`src/hdl/lfu_pr_pkg.sv`:
```
package lfu_pr_pkg;

    localparam int CFG_BITS = 4;
    localparam int FRAME_INDEX_BITS = 3;
    localparam int CTR_BITS = 32;
    localparam logic [CFG_BITS-1:0] FRAMES_USED_RESET = 4'd8;

    typedef enum logic [2:0] {
        ST_IDLE,
        ST_SCAN,
        ST_SCAN_END,
        ST_TOUCH,
        ST_TOUCH_END,
        ST_WRITE
    } eng_state_t;

    typedef struct packed {
        logic take_hit;
        logic take_empty;
        logic take_vic;
    } cmp_result_t;

    typedef struct packed {
        logic idle;
        logic done;
        logic hit;
        logic evicted;
    } eng_status_t;

endpackage

```
`src/hdl/lfu_pr_cmp.sv`:
```
module lfu_pr_cmp #(
    parameter int PAGE_BITS = 16,
    parameter int COUNT_BITS = 16,
    parameter int RANK_BITS = 3
) (
    input  logic                    cand_valid,
    input  logic [PAGE_BITS-1:0]    cand_page,
    input  logic [COUNT_BITS-1:0]   cand_count,
    input  logic [RANK_BITS-1:0]    cand_rank,
    input  logic [PAGE_BITS-1:0]    ref_page,
    input  logic                    hit_found,
    input  logic                    empty_found,
    input  logic                    vic_have,
    input  logic [COUNT_BITS-1:0]   vic_count,
    input  logic [RANK_BITS-1:0]    vic_rank,
    output lfu_pr_pkg::cmp_result_t result
);
    import lfu_pr_pkg::*;

    logic match;

    always_comb
    begin
        match = cand_valid && (cand_page == ref_page);
        result.take_hit = !hit_found && match;
        result.take_empty = !empty_found && !cand_valid;
        result.take_vic = !vic_have || (cand_count < vic_count) ||
                          ((cand_count == vic_count) && (cand_rank > vic_rank));
    end

endmodule

```
`src/hdl/lfu_pr_engine.sv`:
```
module lfu_pr_engine #(
    parameter int FRAMES = 8,
    parameter int PAGE_BITS = 16,
    parameter int COUNT_BITS = 16
) (
    input  logic                                    clk,
    input  logic                                    rst_n,
    input  logic                                    start,
    input  logic [PAGE_BITS-1:0]                    start_page,
    input  logic [lfu_pr_pkg::CFG_BITS-1:0]         frames_used,
    input  logic                                    commit,
    output lfu_pr_pkg::eng_status_t                 status,
    output logic [lfu_pr_pkg::FRAME_INDEX_BITS-1:0] slot_index,
    output logic [PAGE_BITS-1:0]                    old_page
);
    import lfu_pr_pkg::*;

    localparam int IDX_W = (FRAMES > 1) ? $clog2(FRAMES) : 1;
    localparam int CNT_W = $clog2(FRAMES + 1);
    localparam logic [COUNT_BITS-1:0] COUNT_MAX = '1;
    localparam logic [CNT_W-1:0] TOUCH_LAST = CNT_W'(FRAMES - 1);

    logic [PAGE_BITS-1:0]  page_mem [FRAMES];
    logic [COUNT_BITS-1:0] count_mem [FRAMES];
    logic [IDX_W-1:0]      rank_mem [FRAMES];

    logic [PAGE_BITS-1:0]  rd_page_reg;
    logic [COUNT_BITS-1:0] rd_count_reg;
    logic [IDX_W-1:0]      rd_rank_reg;

    eng_state_t state_reg, state_next;
    logic [CNT_W-1:0] idx_reg, idx_next;
    logic eval_reg, eval_next;
    logic [IDX_W-1:0] eval_idx_reg, eval_idx_next;
    logic [FRAMES-1:0] valid_reg;
    logic [PAGE_BITS-1:0] page_reg;

    logic hit_found_reg, empty_found_reg, vic_have_reg;
    logic [IDX_W-1:0] hit_idx_reg, empty_idx_reg, vic_idx_reg;
    logic [IDX_W-1:0] hit_rank_reg, vic_rank_reg;
    logic [COUNT_BITS-1:0] hit_count_reg, vic_count_reg;
    logic [PAGE_BITS-1:0] vic_page_reg;

    logic [CNT_W-1:0] n_active;
    logic [CNT_W-1:0] n_last;
    logic track_clear, track_en, pc_we, rk_we;
    cmp_result_t cmp;

    logic [IDX_W-1:0] sel_idx;
    logic [IDX_W-1:0] ref_rank;
    logic was_valid, evict;
    logic [COUNT_BITS-1:0] new_count;
    logic [IDX_W-1:0] rk_data;

    always_comb
    begin
        if (frames_used == '0)
        begin
            n_active = CNT_W'(1);
        end
        else if (int'(frames_used) > FRAMES)
        begin
            n_active = CNT_W'(FRAMES);
        end
        else
        begin
            n_active = CNT_W'(frames_used);
        end
        n_last = n_active - CNT_W'(1);
    end

    lfu_pr_cmp #(
        .PAGE_BITS(PAGE_BITS),
        .COUNT_BITS(COUNT_BITS),
        .RANK_BITS(IDX_W)
    ) u_cmp (
        .cand_valid(valid_reg[eval_idx_reg]),
        .cand_page(rd_page_reg),
        .cand_count(rd_count_reg),
        .cand_rank(rd_rank_reg),
        .ref_page(page_reg),
        .hit_found(hit_found_reg),
        .empty_found(empty_found_reg),
        .vic_have(vic_have_reg),
        .vic_count(vic_count_reg),
        .vic_rank(vic_rank_reg),
        .result(cmp)
    );

    always_comb
    begin
        if (hit_found_reg)
        begin
            sel_idx = hit_idx_reg;
            was_valid = 1'b1;
            ref_rank = hit_rank_reg;
            evict = 1'b0;
            new_count = (hit_count_reg == COUNT_MAX) ? hit_count_reg
                                                     : hit_count_reg + COUNT_BITS'(1);
        end
        else if (empty_found_reg)
        begin
            sel_idx = empty_idx_reg;
            was_valid = 1'b0;
            ref_rank = '0;
            evict = 1'b0;
            new_count = COUNT_BITS'(1);
        end
        else
        begin
            sel_idx = vic_idx_reg;
            was_valid = 1'b1;
            ref_rank = vic_rank_reg;
            evict = 1'b1;
            new_count = COUNT_BITS'(1);
        end

        if (eval_idx_reg == sel_idx)
        begin
            rk_data = '0;
        end
        else if (valid_reg[eval_idx_reg] && (!was_valid || (rd_rank_reg < ref_rank)))
        begin
            rk_data = rd_rank_reg + IDX_W'(1);
        end
        else
        begin
            rk_data = rd_rank_reg;
        end
    end

    always_comb
    begin
        state_next = state_reg;
        idx_next = idx_reg;
        eval_next = 1'b0;
        eval_idx_next = idx_reg[IDX_W-1:0];
        track_clear = 1'b0;
        track_en = 1'b0;
        pc_we = 1'b0;
        rk_we = 1'b0;
        case (state_reg)
            ST_IDLE:
            begin
                if (start)
                begin
                    state_next = ST_SCAN;
                    idx_next = '0;
                    track_clear = 1'b1;
                end
            end
            ST_SCAN:
            begin
                eval_next = 1'b1;
                track_en = eval_reg;
                if (idx_reg == n_last)
                begin
                    state_next = ST_SCAN_END;
                    idx_next = '0;
                end
                else
                begin
                    idx_next = idx_reg + CNT_W'(1);
                end
            end
            ST_SCAN_END:
            begin
                track_en = eval_reg;
                state_next = ST_TOUCH;
            end
            ST_TOUCH:
            begin
                eval_next = 1'b1;
                rk_we = eval_reg;
                if (idx_reg == TOUCH_LAST)
                begin
                    state_next = ST_TOUCH_END;
                end
                else
                begin
                    idx_next = idx_reg + CNT_W'(1);
                end
            end
            ST_TOUCH_END:
            begin
                rk_we = eval_reg;
                state_next = ST_WRITE;
            end
            ST_WRITE:
            begin
                if (commit)
                begin
                    pc_we = 1'b1;
                    state_next = ST_IDLE;
                end
            end
            default:
            begin
                state_next = ST_IDLE;
            end
        endcase
    end

    always_ff @(posedge clk or negedge rst_n)
    begin
        if (!rst_n)
        begin
            state_reg <= ST_IDLE;
            idx_reg <= '0;
            eval_reg <= 1'b0;
            valid_reg <= '0;
            hit_found_reg <= 1'b0;
            empty_found_reg <= 1'b0;
            vic_have_reg <= 1'b0;
        end
        else
        begin
            state_reg <= state_next;
            idx_reg <= idx_next;
            eval_reg <= eval_next;
            if (pc_we)
            begin
                valid_reg[sel_idx] <= 1'b1;
            end
            if (track_clear)
            begin
                hit_found_reg <= 1'b0;
                empty_found_reg <= 1'b0;
                vic_have_reg <= 1'b0;
            end
            else if (track_en)
            begin
                if (cmp.take_hit)
                begin
                    hit_found_reg <= 1'b1;
                end
                if (cmp.take_empty)
                begin
                    empty_found_reg <= 1'b1;
                end
                if (cmp.take_vic)
                begin
                    vic_have_reg <= 1'b1;
                end
            end
        end
    end

    always_ff @(posedge clk)
    begin
        eval_idx_reg <= eval_idx_next;
        if (track_clear)
        begin
            page_reg <= start_page;
        end
        if (track_en)
        begin
            if (cmp.take_hit)
            begin
                hit_idx_reg <= eval_idx_reg;
                hit_rank_reg <= rd_rank_reg;
                hit_count_reg <= rd_count_reg;
            end
            if (cmp.take_empty)
            begin
                empty_idx_reg <= eval_idx_reg;
            end
            if (cmp.take_vic)
            begin
                vic_idx_reg <= eval_idx_reg;
                vic_rank_reg <= rd_rank_reg;
                vic_count_reg <= rd_count_reg;
                vic_page_reg <= rd_page_reg;
            end
        end
    end

    always_ff @(posedge clk)
    begin
        if (pc_we)
        begin
            page_mem[sel_idx] <= page_reg;
            count_mem[sel_idx] <= new_count;
        end
        if (rk_we)
        begin
            rank_mem[eval_idx_reg] <= rk_data;
        end
        rd_page_reg <= page_mem[idx_reg[IDX_W-1:0]];
        rd_count_reg <= count_mem[idx_reg[IDX_W-1:0]];
        rd_rank_reg <= rank_mem[idx_reg[IDX_W-1:0]];
    end

    always_comb
    begin
        status.idle = (state_reg == ST_IDLE);
        status.done = (state_reg == ST_WRITE);
        status.hit = hit_found_reg;
        status.evicted = evict;
        slot_index = FRAME_INDEX_BITS'(sel_idx);
        old_page = evict ? vic_page_reg : '0;
    end

endmodule

```
`src/hdl/lfu_page_replacement.sv`:
```
// LFU page replacement with LRU tie-break among the lowest use counts.
// The request channel (req_valid, req_ready, page_number) carries one page
// reference per transfer. The response channel (rsp_valid, rsp_ready) returns
// one result per reference: hit, frame_index, evicted_valid, evicted_page and
// the saturating hit_total and miss_total counts.
// The user must write the frames_used register through cfg_we and cfg_wdata
// only while the block is idle; the block itself does not enforce this.
// Values of zero act as one and values above FRAMES as FRAMES. A result is
// ready after a scan of the frames in use and a rank pass over all frames,
// and the next reference can be taken in the cycle after the result is
// written. A scan reads one frame a cycle through the shared compare unit, and
// a second pass over all frames updates the recency ranks one frame a cycle.
// req_ready is high only while the block is idle, so one reference is in work
// at a time. A finished result sits in the output register while the next
// reference is taken; if the receiver still stalls when that one is done, the
// block holds it and stays busy until the response transfer frees the register.
// Reset empties all frames, clears both counts and sets frames_used to eight.
module lfu_page_replacement #(
    parameter int FRAMES = 8,
    parameter int PAGE_BITS = 16,
    parameter int COUNT_BITS = 16
) (
    input  logic                                    clk,
    input  logic                                    rst_n,
    input  logic                                    cfg_we,
    input  logic [lfu_pr_pkg::CFG_BITS-1:0]         cfg_wdata,
    input  logic                                    req_valid,
    output logic                                    req_ready,
    input  logic [PAGE_BITS-1:0]                    page_number,
    output logic                                    rsp_valid,
    input  logic                                    rsp_ready,
    output logic                                    hit,
    output logic [lfu_pr_pkg::FRAME_INDEX_BITS-1:0] frame_index,
    output logic                                    evicted_valid,
    output logic [PAGE_BITS-1:0]                    evicted_page,
    output logic [lfu_pr_pkg::CTR_BITS-1:0]         hit_total,
    output logic [lfu_pr_pkg::CTR_BITS-1:0]         miss_total
);
    import lfu_pr_pkg::*;

    logic [CFG_BITS-1:0] frames_used_reg;
    logic [CTR_BITS-1:0] hit_ctr_reg, hit_ctr_next;
    logic [CTR_BITS-1:0] miss_ctr_reg, miss_ctr_next;
    logic rsp_valid_reg, rsp_valid_next;
    logic hit_reg;
    logic [FRAME_INDEX_BITS-1:0] frame_index_reg;
    logic evicted_valid_reg;
    logic [PAGE_BITS-1:0] evicted_page_reg;

    eng_status_t status;
    logic [FRAME_INDEX_BITS-1:0] slot_index;
    logic [PAGE_BITS-1:0] old_page;
    logic start, commit;

    assign start = req_valid && status.idle;
    assign commit = status.done && (!rsp_valid_reg || rsp_ready);

    lfu_pr_engine #(
        .FRAMES(FRAMES),
        .PAGE_BITS(PAGE_BITS),
        .COUNT_BITS(COUNT_BITS)
    ) u_engine (
        .clk(clk),
        .rst_n(rst_n),
        .start(start),
        .start_page(page_number),
        .frames_used(frames_used_reg),
        .commit(commit),
        .status(status),
        .slot_index(slot_index),
        .old_page(old_page)
    );

    always_comb
    begin
        hit_ctr_next = hit_ctr_reg;
        miss_ctr_next = miss_ctr_reg;
        rsp_valid_next = rsp_valid_reg;
        if (commit)
        begin
            rsp_valid_next = 1'b1;
            if (status.hit)
            begin
                if (hit_ctr_reg != '1)
                begin
                    hit_ctr_next = hit_ctr_reg + CTR_BITS'(1);
                end
            end
            else if (miss_ctr_reg != '1)
            begin
                miss_ctr_next = miss_ctr_reg + CTR_BITS'(1);
            end
        end
        else if (rsp_ready)
        begin
            rsp_valid_next = 1'b0;
        end
    end

    always_ff @(posedge clk or negedge rst_n)
    begin
        if (!rst_n)
        begin
            frames_used_reg <= FRAMES_USED_RESET;
            hit_ctr_reg <= '0;
            miss_ctr_reg <= '0;
            rsp_valid_reg <= 1'b0;
        end
        else
        begin
            if (cfg_we)
            begin
                frames_used_reg <= cfg_wdata;
            end
            hit_ctr_reg <= hit_ctr_next;
            miss_ctr_reg <= miss_ctr_next;
            rsp_valid_reg <= rsp_valid_next;
        end
    end

    always_ff @(posedge clk)
    begin
        if (commit)
        begin
            hit_reg <= status.hit;
            frame_index_reg <= slot_index;
            evicted_valid_reg <= status.evicted;
            evicted_page_reg <= old_page;
        end
    end

    assign req_ready = status.idle;
    assign rsp_valid = rsp_valid_reg;
    assign hit = hit_reg;
    assign frame_index = frame_index_reg;
    assign evicted_valid = evicted_valid_reg;
    assign evicted_page = evicted_page_reg;
    assign hit_total = hit_ctr_reg;
    assign miss_total = miss_ctr_reg;

endmodule

```
`config.mk`:
```
export PLATFORM = sky130hd
export DESIGN_NAME = lfu_page_replacement
export DESIGN_NICKNAME = d
export VERILOG_FILES = /design/src/hdl/lfu_pr_pkg.sv /design/src/hdl/lfu_pr_cmp.sv /design/src/hdl/lfu_pr_engine.sv /design/src/hdl/lfu_page_replacement.sv
export SDC_FILE = /design/constraint.sdc
export NUM_CORES = 1
export LEC_CHECK = 0
export BUFFER_PORTS_ARGS = -buffer_cell sky130_fd_sc_hd__buf_2
export CAP_MARGIN = 15
export CORE_UTILIZATION = 61
export DETAILED_ROUTE_END_ITERATION = 8
export PLACE_DENSITY = 0.9
export SKIP_LAST_GASP = 1
export SYNTH_ARGS = -nofsm -noshare
export SYNTH_HDL_FRONTEND = slang
export SYNTH_SLANG_ARGS = --single-unit
export TNS_END_PERCENT = 10
```
`constraint.sdc`:
```
create_clock -name clk -period 5.5 [get_ports clk]
set_input_delay 1.1 -clock clk [delete_from_list [all_inputs] [get_ports clk]]
set_output_delay 1.1 -clock clk [all_outputs]
set_load 0.02 [all_outputs]
```
**Word level (Yosys, flattened, before mapping)**

Memories as Yosys holds them, arrays and structs flattened. A register that Yosys moved wholly into a read port is not among the register bits.
Index checks and enable logic that the tools add are counted.

- Word-level logic and storage cells: 148
- Memories: 3
- Bits in writable memories: 280
- Output and inout port bits: 87
- Flip-flop bits (word level): 191

Memory list:

| name | words | bits a word | read ports | clocked after memory_dff | write ports | line | source |
|---|---|---|---|---|---|---|---|
| u_engine.count_mem | 8 | 16 | 1 | 1 | 1 | lfu_pr_engine.sv:24 | `logic [COUNT_BITS-1:0] count_mem [FRAMES];` |
| u_engine.page_mem | 8 | 16 | 1 | 1 | 1 | lfu_pr_engine.sv:23 | `logic [PAGE_BITS-1:0] page_mem [FRAMES];` |
| u_engine.rank_mem | 8 | 3 | 1 | 1 | 1 | lfu_pr_engine.sv:25 | `logic [IDX_W-1:0] rank_mem [FRAMES];` |

- Order comparisons: 7
- Reductions and logical operators: 39
- Add/subtract/negate cells: 6
- Bitwise logic cells: 2
- Equality and inequality tests: 18
- Mux-type cells: 48

Operators with widths:

| operator | count |
|---|---|
| adder 32 x 1 -> 32 bit, second input constant | 2 |
| inequality test 32 bit, second input constant | 2 |
| equality test 16 bit | 2 |
| two-way mux 16 bit | 2 |
| two-way mux 3 bit | 10 |
| two-way mux 1 bit | 27 |
| two-way mux 4 bit | 5 |
| one-hot mux 3 bit (6 select lines) | 1 |
| adder 16 x 1 -> 16 bit, second input constant | 1 |
| equality test 16 bit, second input constant | 1 |
| less-than comparator 16 bit | 1 |
| one-hot mux 4 bit (3 select lines) | 1 |
| AND reduction 2 bit | 6 |
| nonzero test 2 bit | 5 |
| AND reduction 3 bit | 3 |
| logical AND 1 bit | 8 |
| less-than comparator 3 x 4 -> 1 bit, second input constant | 2 |
| inequality test 2 x 1 -> 1 bit, second input constant | 4 |
| bitwise OR 8 bit | 1 |
| equality test 3 x 2 -> 1 bit, second input constant | 2 |
| equality test 3 bit, second input constant | 2 |
| zero test 1 bit | 6 |
| OR reduction 2 bit | 3 |
| adder 4 x 1 -> 4 bit, second input constant | 1 |
| other kinds (19) | 22 |

**Depth between registers and ports, before layout**

- Depth in word-level cells: 7
- Gate-level depth with buffers: 11
- Gate-level depth less buffers: 8

**Hierarchy**

A second synthesis with hierarchy kept.

- Cells, all modules: 1269
- Area total of the unflattened synthesis: 20282.0 um2

By module, submodules not included:

| module | area each (um2) | sequential area each (um2) | cells an instance | instances |
|---|---|---|---|---|
| lfu_pr_engine | 15549.9 | 12016.5 | 848 | 1 |
| lfu_page_replacement | 4055.1 | 2358.5 | 331 | 1 |
| lfu_pr_cmp | 676.9 | 0.0 | 90 | 1 |

**Least setup slack after synthesis**

OpenSTA, ideal clock, no wires.

- Path kind: input to register
- Start point: in rsp_ready
- End point: mem u_engine.count_mem[7][0] (enable)
- Setup time: 0.422 ns
- Buffers on the path: 0
- Stages: 4
- Arrival time: 3.888 ns
- Slack: 1.190 ns
- Cells stage by stage: nor2b_1 > nor2_1 > nand2_1 > nor2_1

- Cells in the longest elaborated chain, start to end: 6

RTL lines:

| element | line | source |
|---|---|---|
| start: declaration | lfu_page_replacement.sv:31 | `input logic rsp_ready,` |
| logical OR 1 bit | lfu_page_replacement.sv:56 | `assign commit = status.done && (!rsp_valid_reg \|\| rsp_ready);` |
| logical AND 1 bit | lfu_page_replacement.sv:56 |  |
| named net commit | lfu_page_replacement.sv:53 | `logic start, commit;` |
| two-way mux 1 bit | lfu_pr_engine.sv:191 | `if (commit)` |
| two-way mux 1 bit | lfu_pr_engine.sv:142 | `case (state_reg)` |
| two-way mux 1 bit | lfu_pr_engine.sv:280 | `if (pc_we)` |
| two-way mux 1 bit (not written as such) | lfu_pr_engine.sv:283 | `count_mem[sel_idx] <= new_count;` |
| end: declaration | lfu_pr_engine.sv:24 |  |

The timed path passes the listed nets, and every way through them passes these cells.

**Worst setup path after layout**

- Start point: reg u_engine.hit_found_reg
- End point: mem u_engine.rank_mem[5][2] in the netlist's numbering, data pin

- Cells in the longest elaborated chain, start to end: 6
- Elaborated cells between the ends (all ways): 10

RTL lines:

| element | line | source |
|---|---|---|
| start: declaration | lfu_pr_engine.sv:38 | `logic hit_found_reg, empty_found_reg, vic_have_reg;` |
| start signal: assignment | lfu_pr_engine.sv:212 | `hit_found_reg <= 1'b0;` |
| start signal: assignment | lfu_pr_engine.sv:227 | `hit_found_reg <= 1'b0;` |
| start signal: assignment | lfu_pr_engine.sv:235 | `hit_found_reg <= 1'b1;` |
| two-way mux 3 bit / two-way mux 1 bit (equally long branches) | lfu_pr_engine.sv:92 | `if (hit_found_reg)` |
| less-than comparator 3 bit / zero test 1 bit (equally long branches) | lfu_pr_engine.sv:122 | `else if (valid_reg[eval_idx_reg] && (!was_valid \|\| (rd_rank_reg < ref_rank)))` |
| logical OR 1 bit | lfu_pr_engine.sv:122 |  |
| logical AND 1 bit | lfu_pr_engine.sv:122 |  |
| two-way mux 3 bit | lfu_pr_engine.sv:122 |  |
| two-way mux 3 bit (*) | lfu_pr_engine.sv:118 | `if (eval_idx_reg == sel_idx)` |
| named net u_engine.rk_data[2] | lfu_pr_engine.sv:53 | `logic [IDX_W-1:0] rk_data;` |
| end: declaration | lfu_pr_engine.sv:25 |  |

Mark *: on every way through the listed nets, which the timed path passes. The rest lies on a longest branch.

==> key figures <==
Synth
  • Syn Inst Count: 1286
  • Post-synth top area share: 56.1%
  • Yosys Warn Count: 0
  • Largest family of logic cells by synthesized area: simple AND/OR/NAND/NOR gates
  • Compound-Gate Fraction of Synth Area: 3.11%
  • Synth area leaders: edfxtp_1 56%, dfrtp_1 11%, mux4_2 7.8%
  • Top FF cell, synth: edfxtp_1
  • Post-synthesis adder-cell area fraction: 1.66%
  • Mux share of post-synthesis cell area: 8.52%
  • Count of cell types in the netlist: 78
  • Ys async rst share: 17.4%
  • Seq/Total Area, Yosys: 70.7%
  • Flops & latches, synth: 506
  • Cell area after synthesis: 0.0203 mm^2
  • Post-synth top area cell: edfxtp_1
  • Syn nets: 1338
  • Simple-Gate Fraction of Synth Area: 10.7%
  • Xor and xnor fraction of the mapped netlist area: 3.62%
  • Mean post-synth cell area: 15.8 um^2
  • EDFF count, synth: 380

Detailed routing
  • Via total after detailed routing: 11775
  • Drt drc: 0
  • ANT nets after route: 0
  • DRT iter0 DRCs: 1244
  • First-pass DRT Iterations: 5
  • Total Wirelength: 43600 um
  • Wire per inst: 23.0 um
  • Via/cell ratio: 6.20

Placed design
  • Pre-CTS WS: 1.96 ns
  • Post-DP HPWL: 25200 um
  • Placer congestion estimate: 0.857
  • IO buf count: 111

Layout
  • Fin nets: 1471
  • Area Overhead vs Synth: 13.1%
  • Share of cells above drive strength 1: 22.0%
  • Commonest non-fill, non-tap cells in the layout: 380 x edfxtp_1, 158 x nand2_1, 111 x buf_2
  • Commonest non-fill, non-tap cell in the layout: edfxtp_1
  • Regs by FF count: u_engine.count_mem x128, u_engine.page_mem x128
  • N_diodes: 0

Floorplan
  • Area of the die: 0.0341 mm^2
  • Floorplan Core Area: 0.0327 mm^2
  • FP Rows: 66
  • Die span in y: 185 um
  • Top-Level Pins: 112
  • Die Wd: 185 um
  • Initial Utilization: 62.2%

STA
  • Final Max Slew Viols: 0
  • Setup TNS: 0 ns
  • Hold Vio Cnt, Final: 0
  • Slew @ Worst Pin: 1.23 ns
  • Clk_skew: 0.0271 ns
  • Max Clock Freq: 283 MHz
  • Minimum clock period: 3.53 ns
  • Final period util: 64.2%
  • Worst slew margin: 17.7%
  • Final Setup Violations: 0
  • RSZ-0062 raised after global routing: false
  • Setup ws final: 1.97 ns

Critical path
  • Slowest cell on crit path: nor4_1
  • Category of the most critical setup path: flip-flop to flip-flop
  • Critical path arrival: 3.75 ns
  • CP Launch Type: flip-flop
  • Setup crit end kind: flip-flop
  • Max incr delay on CP: 0.88 ns
  • Most used cell, CP: nor2_1
  • CP cell instances: nor2_1, a22oi_1, ha_1, a21oi_1, a32o_1, o32a_1, nor2_1, nor4_1
  • Stages on the worst setup path: 8
  • Reg2reg path depth: 8
  • Worst EP required: 5.72 ns
  • Crit path max fanout: 20
  • CP bufs+invs: 0
  • CP top delay family: simple AND/OR/NAND/NOR gates

Worst hold path
  • Hold path cells: 0
  • Hold Path Class: flip-flop to flip-flop

Clock network
  • Setup Buffers After CTS: 0
  • # hold bufs at CTS: 0
  • Clock Tree Root: clkbuf_16
  • Clock sinks: 506
  • Number of buffers created by CTS: 47
  • Clock tree buffer depth: 3
  • Clk pin slew, worst setup/hold paths: 0.06 ns
  • Post_cts resized: 0
  • Clk_lat worst skew: 0.59 ns
  • Htree depth: 2
  • CTS tree: yes

Global route
  • First-pass GRT wire length: 66300 um
  • Pin count of the biggest net entering global routing: 72
  • Initial antenna violation count: 0
  • Remaining Overflow, GRT: 0
  • Vias in the first global route: 11848
  • GRT Total Usage: 26.1%

Pwr
  • Pleak: 0.00846 uW
  • Peak VDD IR: 0.365 mV
  • Pwr/cell area: 474 mW/mm^2

Status
  • Outcome: finished clean

Flow run
  • # Max-Cap Violations: 0
[cell families (layout without fill, tap and decap cells)]
family                   after synthesis  count (layout)
buffers and inverters                 81             253
adder cells (fa/ha/maj)               27              27
XOR/XNOR                              84              84
AND/OR/NAND/NOR                      415             415
AO/OA/AOI/OAI                         88              88
flip-flops                           506             506
multiplexers                          85              85
[stage by stage]
step	util [%]	instance area [um^2]	instances	hold slack [ns]	power [uW]
5_1_grt	70.3	23000	1900	0.475	11300
2_1_floorplan	-	20300	1286	0.369	6840
3_3_place_gp	65.5	21400	1810	0.434	7390
6_report	70.3	23000	1900	0.464	10900
4_1_cts	70.3	23000	1898	0.460	10900
3_5_place_dp	65.5	21400	1810	0.437	7540
[Yosys cell counts (5+ instances only)]
cell type,instances
ha_1,27
xor2_1,35
nand3_1,39
o21ai_0,15
xnor2_1,49
dfrtp_1,87
mux2i_1,10
nand2b_1,9
mux2_2,5
dfxtp_1,38
o21a_1,6
nor2_1,61
and3_1,8
nor3_1,25
nor4_1,7
and2_1,20
nand4_1,27
or2_2,12
buf_2,13
a21oi_1,18
a31oi_1,6
buf_1,8
clkbuf_1,12
or3_1,7
edfxtp_1,380
nand2_1,158
inv_1,42
mux4_2,70
nor2b_1,6
[per-layer routing]
metal	vias to the layer above	wire, um	track usage, %
li1	5119	-	-
met5	-	0	0
met3	134	4010	5.32
met4	0	1540	10.7
met1	5856	16600	33.8
met2	666	21500	43.2
[worst register-to-register path: cells and delay by family (launching register included)]
kind / cells / cell delay [ns]
flip-flops: 1 / 0.86
AND/OR/NAND/NOR: 3 / 1.14
adder cells (fa/ha/maj): 1 / 0.28
AO/OA/AOI/OAI: 4 / 0.92
[cell type report]
cell class / count / area [um^2]
timing repair buffer: 121 / 643
clock inverter: 17 / 201
tap: 442 / 553
inverter: 44 / 165
clock buffer: 71 / 1370
sequential: 506 / 14400
multi-input combinational: 699 / 5690
fill: 1911 / 9700
[power by group]
part	internal [uW]	total (uW)	leakage [uW]	switching (uW)
clock	1870	3300	0.000754	1420
sequential	4770	5200	0.00489	423
combinational	1030	2410	0.00282	1380
total	7680	10900	0.00846	3230
[path summary, 6_finish.rpt]
path	startpoint	endpoint	slack (ns)
max in group asynchronous	rst_n	frames_used_reg[3]	3.96
min	u_engine.rd_page_reg[1]	u_engine.vic_page_reg[1]	0.46
max	u_engine.hit_found_reg	u_engine.rank_mem[5][2]	1.97
min reg2reg	u_engine.rd_page_reg[1]	u_engine.vic_page_reg[1]	0.46
max reg2reg	u_engine.hit_found_reg	u_engine.rank_mem[5][2]	1.97
min in group asynchronous	rst_n	miss_total[30]	0.63
Power figures use the tool's default switching activity.
